## config.mk

```make
export PLATFORM = sky130hd
export DESIGN_NAME = rgb565_crop_red_emphasis_top
export DESIGN_NICKNAME = d
export VERILOG_FILES = /design/src/rtl/rgbcrop_pkg.sv /design/src/rtl/rgb565_crop_red_emphasis_top.sv /design/src/rtl/rgbcrop_cfg.sv /design/src/rtl/rgbcrop_pos.sv /design/src/rtl/rgbcrop_proc.sv
export SDC_FILE = /design/constraint.sdc
export NUM_CORES = 1
export LEC_CHECK = 0
export ABC_AREA = 1
export BUFFER_PORTS_ARGS = -buffer_cell sky130_fd_sc_hd__buf_2
export CAP_MARGIN = 20
export CELL_PAD_IN_SITES_DETAIL_PLACEMENT = 0
export CELL_PAD_IN_SITES_GLOBAL_PLACEMENT = 1
export CORE_MARGIN = 2
export CORE_UTILIZATION = 45
export DETAILED_ROUTE_END_ITERATION = 8
export MAX_ROUTING_LAYER = met4
export PLACE_DENSITY_LB_ADDON = 0.2
export SLEW_MARGIN = 20
export SYNTH_ARGS = -nofsm -noshare
export SYNTH_HDL_FRONTEND = slang
export SYNTH_SLANG_ARGS = --single-unit
```

## constraint.sdc

```tcl
create_clock -name clk -period 6.4 [get_ports clk]
set_input_delay 0.32 -clock clk [delete_from_list [all_inputs] [get_ports clk]]
set_output_delay 0.32 -clock clk [all_outputs]
set_load 0.02 [all_outputs]
```

## src/rtl/rgbcrop_pkg.sv

```systemverilog
// Shared constants, types and helpers for the RGB565 crop and red emphasis block.
`default_nettype none
package rgbcrop_pkg;

    localparam int unsigned FRAME_WIDTH  = 160;
    localparam int unsigned FRAME_HEIGHT = 120;
    localparam int unsigned CROP_WIDTH   = 96;
    localparam int unsigned CROP_HEIGHT  = 96;

    localparam int unsigned COL_W  = (FRAME_WIDTH  > 2) ? $clog2(FRAME_WIDTH)  : 1;
    localparam int unsigned ROW_W  = (FRAME_HEIGHT > 2) ? $clog2(FRAME_HEIGHT) : 1;
    localparam int unsigned XS_W   = 7;
    localparam int unsigned YS_W   = 5;
    localparam int unsigned XC_W   = (COL_W > XS_W) ? COL_W : XS_W;
    localparam int unsigned YC_W   = (ROW_W > YS_W) ? ROW_W : YS_W;
    localparam int unsigned IDX_W  = 14;
    localparam int unsigned ADDR_W = 5;
    localparam int unsigned DATA_W = 32;

    localparam logic [15:0] PURE_RED_565 = 16'hF800;
    localparam logic [23:0] PURE_RED_888 = 24'hFF0000;

    typedef enum logic [2:0] {
        REG_ENABLE = 3'd0,
        REG_FLOOR  = 3'd1,
        REG_MARGIN = 3'd2,
        REG_XSTART = 3'd3,
        REG_YSTART = 3'd4
    } reg_idx_t;

    typedef struct packed {
        logic            enable_red_emphasis;
        logic [7:0]      red_floor;
        logic [7:0]      red_margin;
        logic [XS_W-1:0] crop_x_start;
        logic [YS_W-1:0] crop_y_start;
    } cfg_t;

    typedef struct packed {
        logic [15:0]      pixel;
        logic [COL_W-1:0] col;
        logic [ROW_W-1:0] row;
    } pos_pixel_t;

    function automatic logic [7:0] expand5(input logic [4:0] v);
        expand5 = {v, v[4:2]};
    endfunction

    function automatic logic [7:0] expand6(input logic [5:0] v);
        expand6 = {v, v[5:4]};
    endfunction

endpackage
`default_nettype wire

```

## src/rtl/rgb565_crop_red_emphasis_top.sv

```systemverilog
// Top level of the RGB565 center crop with red emphasis.
// A pixel inside the window passes through the input register and then the result register before it is offered.
// Throughput: 1 pixel per cycle while the result port is not stalled, set by the input and result registers.
// Pixels outside the window are dropped from the input register in the cycle after their transfer.
// Reset clears the column and row counters and both valid flags,
// and loads the register defaults (emphasis on, floor 150, margin 60, start 32/12).
`default_nettype none
module rgb565_crop_red_emphasis_top (
    input  wire logic                            clk,
    input  wire logic                            rst_n,
    input  wire logic                            psel,
    input  wire logic                            penable,
    input  wire logic                            pwrite,
    input  wire logic [rgbcrop_pkg::ADDR_W-1:0]  paddr,
    input  wire logic [rgbcrop_pkg::DATA_W-1:0]  pwdata,
    output logic      [rgbcrop_pkg::DATA_W-1:0]  prdata,
    output logic                                 pready,
    input  wire logic                            pixel_valid,
    output logic                                 pixel_ready,
    input  wire logic [15:0]                     pixel_in,
    input  wire logic                            frame_start,
    output logic                                 result_valid,
    input  wire logic                            result_ready,
    output logic      [15:0]                     display_pixel,
    output logic      [23:0]                     feature_rgb,
    output logic      [rgbcrop_pkg::IDX_W-1:0]   crop_index,
    output logic                                 emphasized,
    output logic                                 last_of_crop
);
    import rgbcrop_pkg::*;

    cfg_t       cfg;
    pos_pixel_t s1_data;
    logic       s1_valid;
    logic       take;

    rgbcrop_cfg u_cfg (
        .clk     (clk),
        .rst_n   (rst_n),
        .psel    (psel),
        .penable (penable),
        .pwrite  (pwrite),
        .paddr   (paddr),
        .pwdata  (pwdata),
        .prdata  (prdata),
        .pready  (pready),
        .cfg     (cfg)
    );

    rgbcrop_pos u_pos (
        .clk         (clk),
        .rst_n       (rst_n),
        .pixel_valid (pixel_valid),
        .pixel_ready (pixel_ready),
        .pixel_in    (pixel_in),
        .frame_start (frame_start),
        .take        (take),
        .s1_valid    (s1_valid),
        .s1_data     (s1_data)
    );

    rgbcrop_proc u_proc (
        .clk           (clk),
        .rst_n         (rst_n),
        .cfg           (cfg),
        .s1_valid      (s1_valid),
        .s1_data       (s1_data),
        .take          (take),
        .result_valid  (result_valid),
        .result_ready  (result_ready),
        .display_pixel (display_pixel),
        .feature_rgb   (feature_rgb),
        .crop_index    (crop_index),
        .emphasized    (emphasized),
        .last_of_crop  (last_of_crop)
    );

endmodule
`default_nettype wire

```

## src/rtl/rgbcrop_cfg.sv

```systemverilog
// APB register file for emphasis and crop window settings.
`default_nettype none
module rgbcrop_cfg (
    input  wire logic                            clk,
    input  wire logic                            rst_n,
    input  wire logic                            psel,
    input  wire logic                            penable,
    input  wire logic                            pwrite,
    input  wire logic [rgbcrop_pkg::ADDR_W-1:0]  paddr,
    input  wire logic [rgbcrop_pkg::DATA_W-1:0]  pwdata,
    output logic      [rgbcrop_pkg::DATA_W-1:0]  prdata,
    output logic                                 pready,
    output rgbcrop_pkg::cfg_t                    cfg
);
    import rgbcrop_pkg::*;

    cfg_t     cfg_reg;
    cfg_t     cfg_next;
    reg_idx_t idx;
    logic     wr_en;

    assign idx    = reg_idx_t'(paddr[ADDR_W-1:2]);
    assign wr_en  = psel && penable && pwrite;
    assign pready = 1'b1;
    assign cfg    = cfg_reg;

    always_comb
    begin
        cfg_next = cfg_reg;
        if (wr_en)
        begin
            case (idx)
                REG_ENABLE: cfg_next.enable_red_emphasis = pwdata[0];
                REG_FLOOR:  cfg_next.red_floor           = pwdata[7:0];
                REG_MARGIN: cfg_next.red_margin          = pwdata[7:0];
                REG_XSTART: cfg_next.crop_x_start        = pwdata[XS_W-1:0];
                REG_YSTART: cfg_next.crop_y_start        = pwdata[YS_W-1:0];
                default:    cfg_next = cfg_reg;
            endcase
        end
    end

    always_comb
    begin
        case (idx)
            REG_ENABLE: prdata = DATA_W'(cfg_reg.enable_red_emphasis);
            REG_FLOOR:  prdata = DATA_W'(cfg_reg.red_floor);
            REG_MARGIN: prdata = DATA_W'(cfg_reg.red_margin);
            REG_XSTART: prdata = DATA_W'(cfg_reg.crop_x_start);
            REG_YSTART: prdata = DATA_W'(cfg_reg.crop_y_start);
            default:    prdata = '0;
        endcase
    end

    always_ff @(posedge clk or negedge rst_n)
    begin
        if (!rst_n)
        begin
            cfg_reg.enable_red_emphasis <= 1'b1;
            cfg_reg.red_floor           <= 8'd150;
            cfg_reg.red_margin          <= 8'd60;
            cfg_reg.crop_x_start        <= XS_W'(32);
            cfg_reg.crop_y_start        <= YS_W'(12);
        end
        else
        begin
            cfg_reg <= cfg_next;
        end
    end

endmodule
`default_nettype wire

```

## src/rtl/rgbcrop_pos.sv

```systemverilog
// Input register with frame column and row tracking.
`default_nettype none
module rgbcrop_pos (
    input  wire logic                     clk,
    input  wire logic                     rst_n,
    input  wire logic                     pixel_valid,
    output logic                          pixel_ready,
    input  wire logic [15:0]              pixel_in,
    input  wire logic                     frame_start,
    input  wire logic                     take,
    output logic                          s1_valid,
    output rgbcrop_pkg::pos_pixel_t       s1_data
);
    import rgbcrop_pkg::*;

    localparam logic [COL_W:0] COL_END = (COL_W+1)'(FRAME_WIDTH);
    localparam logic [ROW_W:0] ROW_END = (ROW_W+1)'(FRAME_HEIGHT);

    logic [COL_W-1:0] col_reg;
    logic [COL_W-1:0] col_next;
    logic [ROW_W-1:0] row_reg;
    logic [ROW_W-1:0] row_next;
    logic             valid_reg;
    logic             valid_next;
    pos_pixel_t       data_reg;
    logic [COL_W-1:0] placed_col;
    logic [ROW_W-1:0] placed_row;
    logic [COL_W:0]   col_inc;
    logic [ROW_W:0]   row_inc;
    logic             accept;

    assign pixel_ready = !valid_reg || take;
    assign accept      = pixel_valid && pixel_ready;
    assign placed_col  = frame_start ? '0 : col_reg;
    assign placed_row  = frame_start ? '0 : row_reg;
    assign col_inc     = {1'b0, placed_col} + (COL_W+1)'(1);
    assign row_inc     = {1'b0, placed_row} + (ROW_W+1)'(1);

    always_comb
    begin
        col_next   = col_reg;
        row_next   = row_reg;
        valid_next = valid_reg;
        if (take)
        begin
            valid_next = 1'b0;
        end
        if (accept)
        begin
            valid_next = 1'b1;
            if (col_inc == COL_END)
            begin
                col_next = '0;
                row_next = (row_inc == ROW_END) ? '0 : row_inc[ROW_W-1:0];
            end
            else
            begin
                col_next = col_inc[COL_W-1:0];
                row_next = placed_row;
            end
        end
    end

    always_ff @(posedge clk or negedge rst_n)
    begin
        if (!rst_n)
        begin
            col_reg   <= '0;
            row_reg   <= '0;
            valid_reg <= 1'b0;
        end
        else
        begin
            col_reg   <= col_next;
            row_reg   <= row_next;
            valid_reg <= valid_next;
        end
    end

    always_ff @(posedge clk)
    begin
        if (accept)
        begin
            data_reg.pixel <= pixel_in;
            data_reg.col   <= placed_col;
            data_reg.row   <= placed_row;
        end
    end

    assign s1_valid = valid_reg;
    assign s1_data  = data_reg;

endmodule
`default_nettype wire

```

## src/rtl/rgbcrop_proc.sv

```systemverilog
// Window test, color expansion, red emphasis and result register.
`default_nettype none
module rgbcrop_proc (
    input  wire logic                     clk,
    input  wire logic                     rst_n,
    input  rgbcrop_pkg::cfg_t             cfg,
    input  wire logic                     s1_valid,
    input  rgbcrop_pkg::pos_pixel_t       s1_data,
    output logic                          take,
    output logic                          result_valid,
    input  wire logic                     result_ready,
    output logic [15:0]                   display_pixel,
    output logic [23:0]                   feature_rgb,
    output logic [rgbcrop_pkg::IDX_W-1:0] crop_index,
    output logic                          emphasized,
    output logic                          last_of_crop
);
    import rgbcrop_pkg::*;

    localparam logic [IDX_W-1:0] IDX_CW = IDX_W'(CROP_WIDTH);

    logic [XC_W-1:0]  col_x;
    logic [XC_W-1:0]  xs_x;
    logic [YC_W-1:0]  row_x;
    logic [YC_W-1:0]  ys_x;
    logic [XC_W-1:0]  dx;
    logic [YC_W-1:0]  dy;
    logic             in_win;
    logic [7:0]       r8;
    logic [7:0]       g8;
    logic [7:0]       b8;
    logic             hit;
    logic             out_free;
    logic             load;
    logic             valid_reg;
    logic             valid_next;
    logic [15:0]      pix_reg;
    logic [23:0]      rgb_reg;
    logic [IDX_W-1:0] idx_reg;
    logic             hit_reg;
    logic             last_reg;

    assign col_x = XC_W'(s1_data.col);
    assign xs_x  = XC_W'(cfg.crop_x_start);
    assign row_x = YC_W'(s1_data.row);
    assign ys_x  = YC_W'(cfg.crop_y_start);
    assign dx    = col_x - xs_x;
    assign dy    = row_x - ys_x;

    assign in_win = (col_x >= xs_x) && (row_x >= ys_x)
                 && (32'(dx) < CROP_WIDTH) && (32'(dy) < CROP_HEIGHT);

    assign r8 = expand5(s1_data.pixel[15:11]);
    assign g8 = expand6(s1_data.pixel[10:5]);
    assign b8 = expand5(s1_data.pixel[4:0]);

    assign hit = cfg.enable_red_emphasis && (r8 > cfg.red_floor)
              && ({1'b0, r8} > ({1'b0, g8} + {1'b0, cfg.red_margin}))
              && ({1'b0, r8} > ({1'b0, b8} + {1'b0, cfg.red_margin}));

    assign out_free = !valid_reg || result_ready;
    assign take     = s1_valid && (!in_win || out_free);
    assign load     = s1_valid && in_win && out_free;

    always_comb
    begin
        valid_next = valid_reg;
        if (out_free)
        begin
            valid_next = load;
        end
    end

    always_ff @(posedge clk or negedge rst_n)
    begin
        if (!rst_n)
        begin
            valid_reg <= 1'b0;
        end
        else
        begin
            valid_reg <= valid_next;
        end
    end

    always_ff @(posedge clk)
    begin
        if (load)
        begin
            pix_reg  <= hit ? PURE_RED_565 : s1_data.pixel;
            rgb_reg  <= hit ? PURE_RED_888 : {r8, g8, b8};
            idx_reg  <= IDX_W'(dy) * IDX_CW + IDX_W'(dx);
            hit_reg  <= hit;
            last_reg <= (32'(dx) == CROP_WIDTH - 1) && (32'(dy) == CROP_HEIGHT - 1);
        end
    end

    assign result_valid  = valid_reg;
    assign display_pixel = pix_reg;
    assign feature_rgb   = rgb_reg;
    assign crop_index    = idx_reg;
    assign emphasized    = hit_reg;
    assign last_of_crop  = last_reg;

endmodule
`default_nettype wire

```

==> impl_metrics.tcl, run 1 <==
set metrics [dict create \
    die_h_um 133.5 \
    max_freq_mhz 283.0 \
    final_cell_area_um2 8285 \
    synth_cells 889 \
    critPathKind "reg -> reg" \
    antenna_cells 0 \
    synth_top_cells_by_area "edfxtp_1, dfrtp_1, ha_1" \
    largest_reg_flops 31 \
    ys_seq_elements 109 \
    root_buffer "clkbuf_16" \
    synthMuxAreaShare 0 \
    power_per_cell_area_nw_per_um2 297.2 \
    yosysSeqAreaShare 0.4050 \
    p_leak_nw 4.147 \
    via_per_inst 4.807 \
    dr.first_iter.drc_count 298 \
    synth_top_flop_cell "edfxtp_1" \
    synthArstFlopShare 0.4220 \
    final_nets 1097 \
    r2r_setup_slack_ns 2.87 \
    std_cell_rows 47 \
    yosys.area_share.simple 0.2294 \
    worstSetupEndpointType "register" \
    pre_cts_slack_ns 2.867 \
    cts.sinks 109 \
    yosysUniqueCellTypes 53 \
    reg2reg_depth 18 \
    synth_top_family_by_area "simple AND/OR/NAND/NOR gates" \
    avgSynthCellArea_um2 8.492 \
    worstReg2RegStart "u_cfg.cfg[14]$_DFFE_PN1P_" \
    wl_met3_um 780 \
    ios 152 \
    outcome "completed" \
    maxCapViolations 0 \
    wl_met2_mm 7.256 \
    first_pass_iters 5 \
    yosys_warnings 0 \
    drive_gt1_frac 0.1833 \
    antenna_found_initial 0 \
    synth-edff-count 63 \
    min-delay-path-class "in -> async" \
    clk-insertion-delay-late_ns 0.36 \
    synth_compound_area_frac 0.07425 \
    postCtsResizedCells 0 \
    finalCritPeriodShare 0.5522 \
    met1_length_mm 8.125 \
    core_area_um2 16470 \
    path_max_fanout 12 \
    dr.max_layer_used "met4" \
    synthesis.area_um2 7550 \
    hold_viol_final 0 \
    vias 5725 \
    clk_pin_slew_ns 0.08 \
    ant_nets 0 \
    dp.cells 1175 \
    yosys.area.top_type "edfxtp_1" \
    grt_pass1_vias 5323 \
    area_growth_pct 9.745 \
    finalSetupViolCount 0 \
    finalCriticalPeriod_ns 3.534 \
    final_cell_mix "nand2_1, inv_1, buf_2, ha_1, edfxtp_1" \
    synth-xor-area-share 0.03580 \
    start_util 0.4585 \
    cts_made_buffers 9 \
    slew_headroom 0.4339 \
    grt_max_degree 47 \
    final_cells 1191 \
    worst_pin_slew_ns 0.8460 \
    tns_ns 0 \
    port_buffers 100 \
    layout_setup_ws_ns 2.866 \
    cts_buffer_depth 2 \
    gp_congestion 0.8292 \
    whs_ns 0.03041 \
    routedWlPerCell_um 13.79 \
    hold_buffers 0 \
    die_w_um 133.5 \
    finalPower_mw 2.462 \
    worst_ep_required_time_ns 6.47 \
    htreeDepth 3 \
    post_cts_buffers 0 \
    post-dp-hpwl_mm 12.68 \
    place_area_um2 7989 \
    fin_util 0.5032 \
    slew_violations 0 \
    fin_worst_skew_ns 0.01335 \
    drc 0 \
    routed_wl_mm 16.43 \
    final_common_cell "nand2_1" \
    grt_pass1_wl_mm 26.83 \
    gr-total-overflow 0 \
    synth_top_area_frac 0.2506 \
    rsz0062_at_grt "false" \
    ir_drop_v 0.0001348 \
    synthAdderAreaFrac 0.1220 \
    dieArea_um2 17830 \
    start_kind "register" \
    grt_usage 0.1982 \
    worst_ep_arrival_time_ns 3.61 \
    r2r-end "u_proc.feature_rgb[7]$_SDFFCE_PP0P_" \
    tritoncts "done" \
]
[routing by layer]
layer / vias up / track usage
met3: 17 / 0.02435
met2: 144 / 0.3053
met5: - / -
met1: 2588 / 0.2743
met4: 0 / 0.06265
li1: 2976 / -
[worst max path at each step]
stage / startpoint / endpoint
after floorplan: u_pos.s1_data[7]$_DFFE_PP_ / u_proc.crop_index[0]$_DFFE_PP_
after global placement: u_cfg.cfg[0]$_DFFE_PN0P_ / u_proc.crop_index[13]$_DFFE_PP_
after detailed placement: u_cfg.cfg[0]$_DFFE_PN0P_ / u_proc.crop_index[13]$_DFFE_PP_
after CTS: u_cfg.cfg[0]$_DFFE_PN0P_ / u_proc.crop_index[13]$_DFFE_PP_
after global routing: u_cfg.cfg[14]$_DFFE_PN1P_ / u_proc.feature_rgb[12]$_SDFFCE_PP0P_
final: u_cfg.cfg[14]$_DFFE_PN1P_ / u_proc.feature_rgb[7]$_SDFFCE_PP0P_
[cell usage after synthesis (3+ instances only)]
cell type	count
nand2_1	198
inv_1	143
ha_1	64
edfxtp_1	63
nor2_1	61
buf_4	50
nand3_1	49
o21ai_0	42
dfrtp_1	34
nand2_2	24
a21oi_1	21
nand4_1	21
xor2_1	17
dfstp_2	12
xnor2_1	12
fa_1	6
a221o_1	4
clkbuf_1	4
nor4_1	4
o22ai_1	4
a21boi_0	3
a21o_1	3
a31oi_1	3
buf_2	3
nand2_4	3
nor2_4	3
nor3_2	3
[kinds of logic (layout without fill, tap and decap cells)]
group / Yosys count / count (layout)
XOR/XNOR: 30 / 30
other: 2 / 25
adder cells (fa/ha/maj): 70 / 70
buffers and inverters: 206 / 265
flip-flops: 109 / 109
AND/OR/NAND/NOR: 378 / 378
AO/OA/AOI/OAI: 94 / 94
[power by group]
part,internal [mW],leakage (nW),switching (mW)
clock network,0.306,0.148,0.271
logic,0.364,2.82,0.591
registers,0.868,1.18,0.0623
[cell type report]
cell class | instances | area [um^2]
fillers | 1688 | 8180
multi-input cells | 597 | 3580
flip-flops and latches | 109 | 3058
inverters | 146 | 553.0
repair buffers | 103 | 523.0
well taps | 220 | 275.3
clock buffers | 9 | 225.2
clock inverters | 7 | 71.32
[worst max-delay path, stage by stage (launching register included)]
cell	delay, ns
dfstp_2	0.59
ha_1	0.30
nand3_1	0.11
nand3_1	0.15
a21oi_1	0.17
nor2_1	0.05
nor2_1	0.12
xor2_1	0.18
ha_1	0.25
nand2_1	0.06
inv_1	0.05
nand3_1	0.05
o21ai_0	0.10
nor2_1	0.11
o21ai_0	0.08
inv_1	0.08
nand2_1	0.05
nor2_1	0.65
nor2_1	0.10
Power figures use the tool's default switching activity.
==> run 2: changes to the inputs <==
--- a/config.mk
+++ b/config.mk
@@ -5,13 +5,13 @@
 export SDC_FILE = /design/constraint.sdc
 export NUM_CORES = 1
 export LEC_CHECK = 0
-export ABC_AREA = 1
+export ABC_AREA = 0
 export BUFFER_PORTS_ARGS = -buffer_cell sky130_fd_sc_hd__buf_2
 export CAP_MARGIN = 20
 export CELL_PAD_IN_SITES_DETAIL_PLACEMENT = 0
 export CELL_PAD_IN_SITES_GLOBAL_PLACEMENT = 1
 export CORE_MARGIN = 2
-export CORE_UTILIZATION = 45
+export CORE_UTILIZATION = 39
 export DETAILED_ROUTE_END_ITERATION = 8
 export MAX_ROUTING_LAYER = met4
 export PLACE_DENSITY_LB_ADDON = 0.2
==> constraint.sdc (replaced) <==
create_clock -name clk -period 2.9 [get_ports clk]
set_input_delay 0.145 -clock clk [delete_from_list [all_inputs] [get_ports clk]]
set_output_delay 0.145 -clock clk [all_outputs]
set_load 0.02 [all_outputs]
==> impl_metrics.tcl, run 2 <==
set metrics [dict create \
    clk-insertion-delay-late_ns 0.36 \
    p_leak_nw 4.443 \
    largest_reg_flops 31 \
    yosys.area.top_type "edfxtp_1" \
    ys_seq_elements 109 \
    final_nets 1043 \
    gp_congestion 0.8761 \
    routedWlPerCell_um 16.95 \
    via_per_inst 5.018 \
    root_buffer "clkbuf_16" \
    ant_nets 0 \
    htreeDepth 3 \
    critPathMaxStageDelay_ns 0.40 \
    drc 0 \
    die_w_um 139.6 \
    finalCriticalPeriod_ns 3.367 \
    dr.first_iter.drc_count 262 \
    maxCapViolations 0 \
    avgSynthCellArea_um2 10.73 \
    area_growth_pct 41.12 \
    power_per_cell_area_nw_per_um2 755.6 \
    fin_worst_skew_ns 0.01418 \
    yosysUniqueCellTypes 78 \
    grt_pass1_wl_mm 29.84 \
    dieArea_um2 19500 \
    vias 5751 \
    synth.most_common_cell "ha_1" \
    worstSetupEndpointType "register" \
    cts_made_buffers 9 \
    worst_ep_required_time_ns 3.00 \
    layout_setup_ws_ns -0.4666 \
    outcome "complete, but fails checks" \
    port_buffers 100 \
    nFillCells 1530 \
    yosys_warnings 0 \
    grt_max_degree 33 \
    synth_top_area_frac 0.2636 \
    path_delay_family "adder cells" \
    drive_gt1_frac 0.4602 \
    cp.buffers_inverters 3 \
    antenna_found_initial 0 \
    grt_pass1_vias 5719 \
    cts.sinks 109 \
    die_h_um 139.6 \
    worst_ep_arrival_time_ns 3.47 \
    synth_top_flop_cell "edfxtp_1" \
    core_area_um2 18020 \
    clk_pin_slew_ns 0.08 \
    critPathKind "reg -> reg" \
    netlist_top_cells_count "ha_1, edfxtp_1, inv_1" \
    synthesis.area_um2 7176 \
    finalSetupViolCount 101 \
    finalCritPeriodShare 1.161 \
    first_pass_iters 4 \
    tns_ns -14.52 \
    antenna_cells 0 \
    start_kind "register" \
    slew_violations 0 \
    ios 152 \
    grt_usage 0.1996 \
    crit_chain "ha_2 > inv_2 > fa_2 > inv_2 > a21oi_2 > o21bai_1 > a31o_2 > xnor2_2 > ha_1 > nand4_1 > nor2_1 > nor3_2 > o211ai_1 > a311oi_1 > nand4_1 > buf_6 > and2_1" \
    tritoncts "done" \
    path_max_fanout 14 \
    worst_pin_slew_ns 0.6061 \
    synthArstFlopShare 0.4220 \
    ir_drop_v 0.0005800 \
    max_freq_mhz 297.0 \
    final_common_cell "buf_4" \
    yosysSeqAreaShare 0.4262 \
    rsz0062_at_grt "true" \
    gr-total-overflow 0 \
    failed_checks "negative setup slack" \
    min-delay-path-class "in -> reg" \
    synth-edff-count 63 \
    final_cell_mix "buf_4, buf_2, edfxtp_1, ha_1, inv_1" \
    synth_cells 669 \
    slew_headroom 0.5941 \
    hold_viol_final 0 \
    routed_wl_mm 19.42 \
    fin_util 0.5618 \
    start_util 0.3981 \
    std_cell_rows 49 \
    post-dp-hpwl_mm 13.84 \
    synth_top_cells_by_area "edfxtp_1, dfrtp_1, ha_1" \
    cts_buffer_depth 2 \
    cpMaxStageDelayCell "dfrtp_1" \
]
==> run 2: final timing paths <==
kind | from | to | slack, ns | cells after the start
max in group asynchronous | rst_n | u_cfg.cfg[17]$_DFFE_PN1P_ | 1.90 | 3
setup / recovery | u_cfg.cfg[12]$_DFFE_PN0P_ | u_proc.feature_rgb[14]$_SDFFCE_PP0P_ | -0.47 | 17
setup reg to reg | u_cfg.cfg[12]$_DFFE_PN0P_ | u_proc.feature_rgb[14]$_SDFFCE_PP0P_ | -0.47 | 17
hold / removal | pwdata[7] | u_cfg.cfg[19]$_DFFE_PN0P_ | 0.03 | 2
hold reg to reg | u_pos.col_reg[7]$_DFFE_PN0P_ | u_pos.col_reg[7]$_DFFE_PN0P_ | 0.48 | 1
min in group asynchronous | rst_n | u_pos.row_reg[4]$_DFFE_PN0P_ | 0.30 | 2
==> run 2: repair_timing <==
action                                  CTS  global route
buffers inserted                         16            14
pin swaps                                44            42
gates resized for setup                  69            50
gates cloned                              2             5
hold buffers                             17             0
hold endpoints to repair                 35             0
endpoints found under the setup margin   93           101
==> run 2: per-stage QoR <==
step                      power [mW]  worst slack (ns)  hold WS, ns  instance area [um^2]  cells
after floorplan                4.250           -0.3720      -0.1506                  7418    692
after global placement         5.474           -0.3715       0.1635                  8716   1079
after detailed placement       5.539           -0.4458       0.1744                  8716   1079
after CTS                      7.192           -0.3757      0.01315                  9647   1130
after global routing           8.159           -0.6425      0.03401                 10130   1146
final                          7.652           -0.4666      0.03015                 10130   1146
==> run 2: cell families after synthesis <==
logic type,count (synthesis),share of synthesized area
AND/OR/NAND/NOR,174,0.1355
multiplexers,29,0.04656
adder cells (fa/ha/maj),70,0.1283
XOR/XNOR,32,0.03906
AO/OA/AOI/OAI,136,0.1350
flip-flops,109,0.4262
other,2,0.001047
buffers and inverters,117,0.08840
==> run 2: routing by layer <==
layer  GRT usage  vias to the layer above  wire, um
met5           -                        -         0
met4     0.06000                        0       394
met3     0.03269                       25       627
met2      0.3259                      122      9657
met1      0.2569                     2779      8742
li1            -                     2825         -
==> run 2: report_power, final <==
| part | switching [mW] | total (mW) | internal, mW |
|---|---|---|---|
| combinational | 2.06 | 4.31 | 2.25 |
| clock | 0.615 | 1.21 | 0.597 |
| sequential | 0.169 | 2.13 | 1.96 |
==> run 2: final cells by class <==
type,instances,area (um^2),area share
clock inverter,7,53.80,0.005313
sequential,109,3059,0.3021
tap,229,286.5,0.02830
clock buffer,9,225.2,0.02224
timing repair buffer,272,2116,0.2089
inverter,54,202.7,0.02002
multi-input combinational,466,4183,0.4131
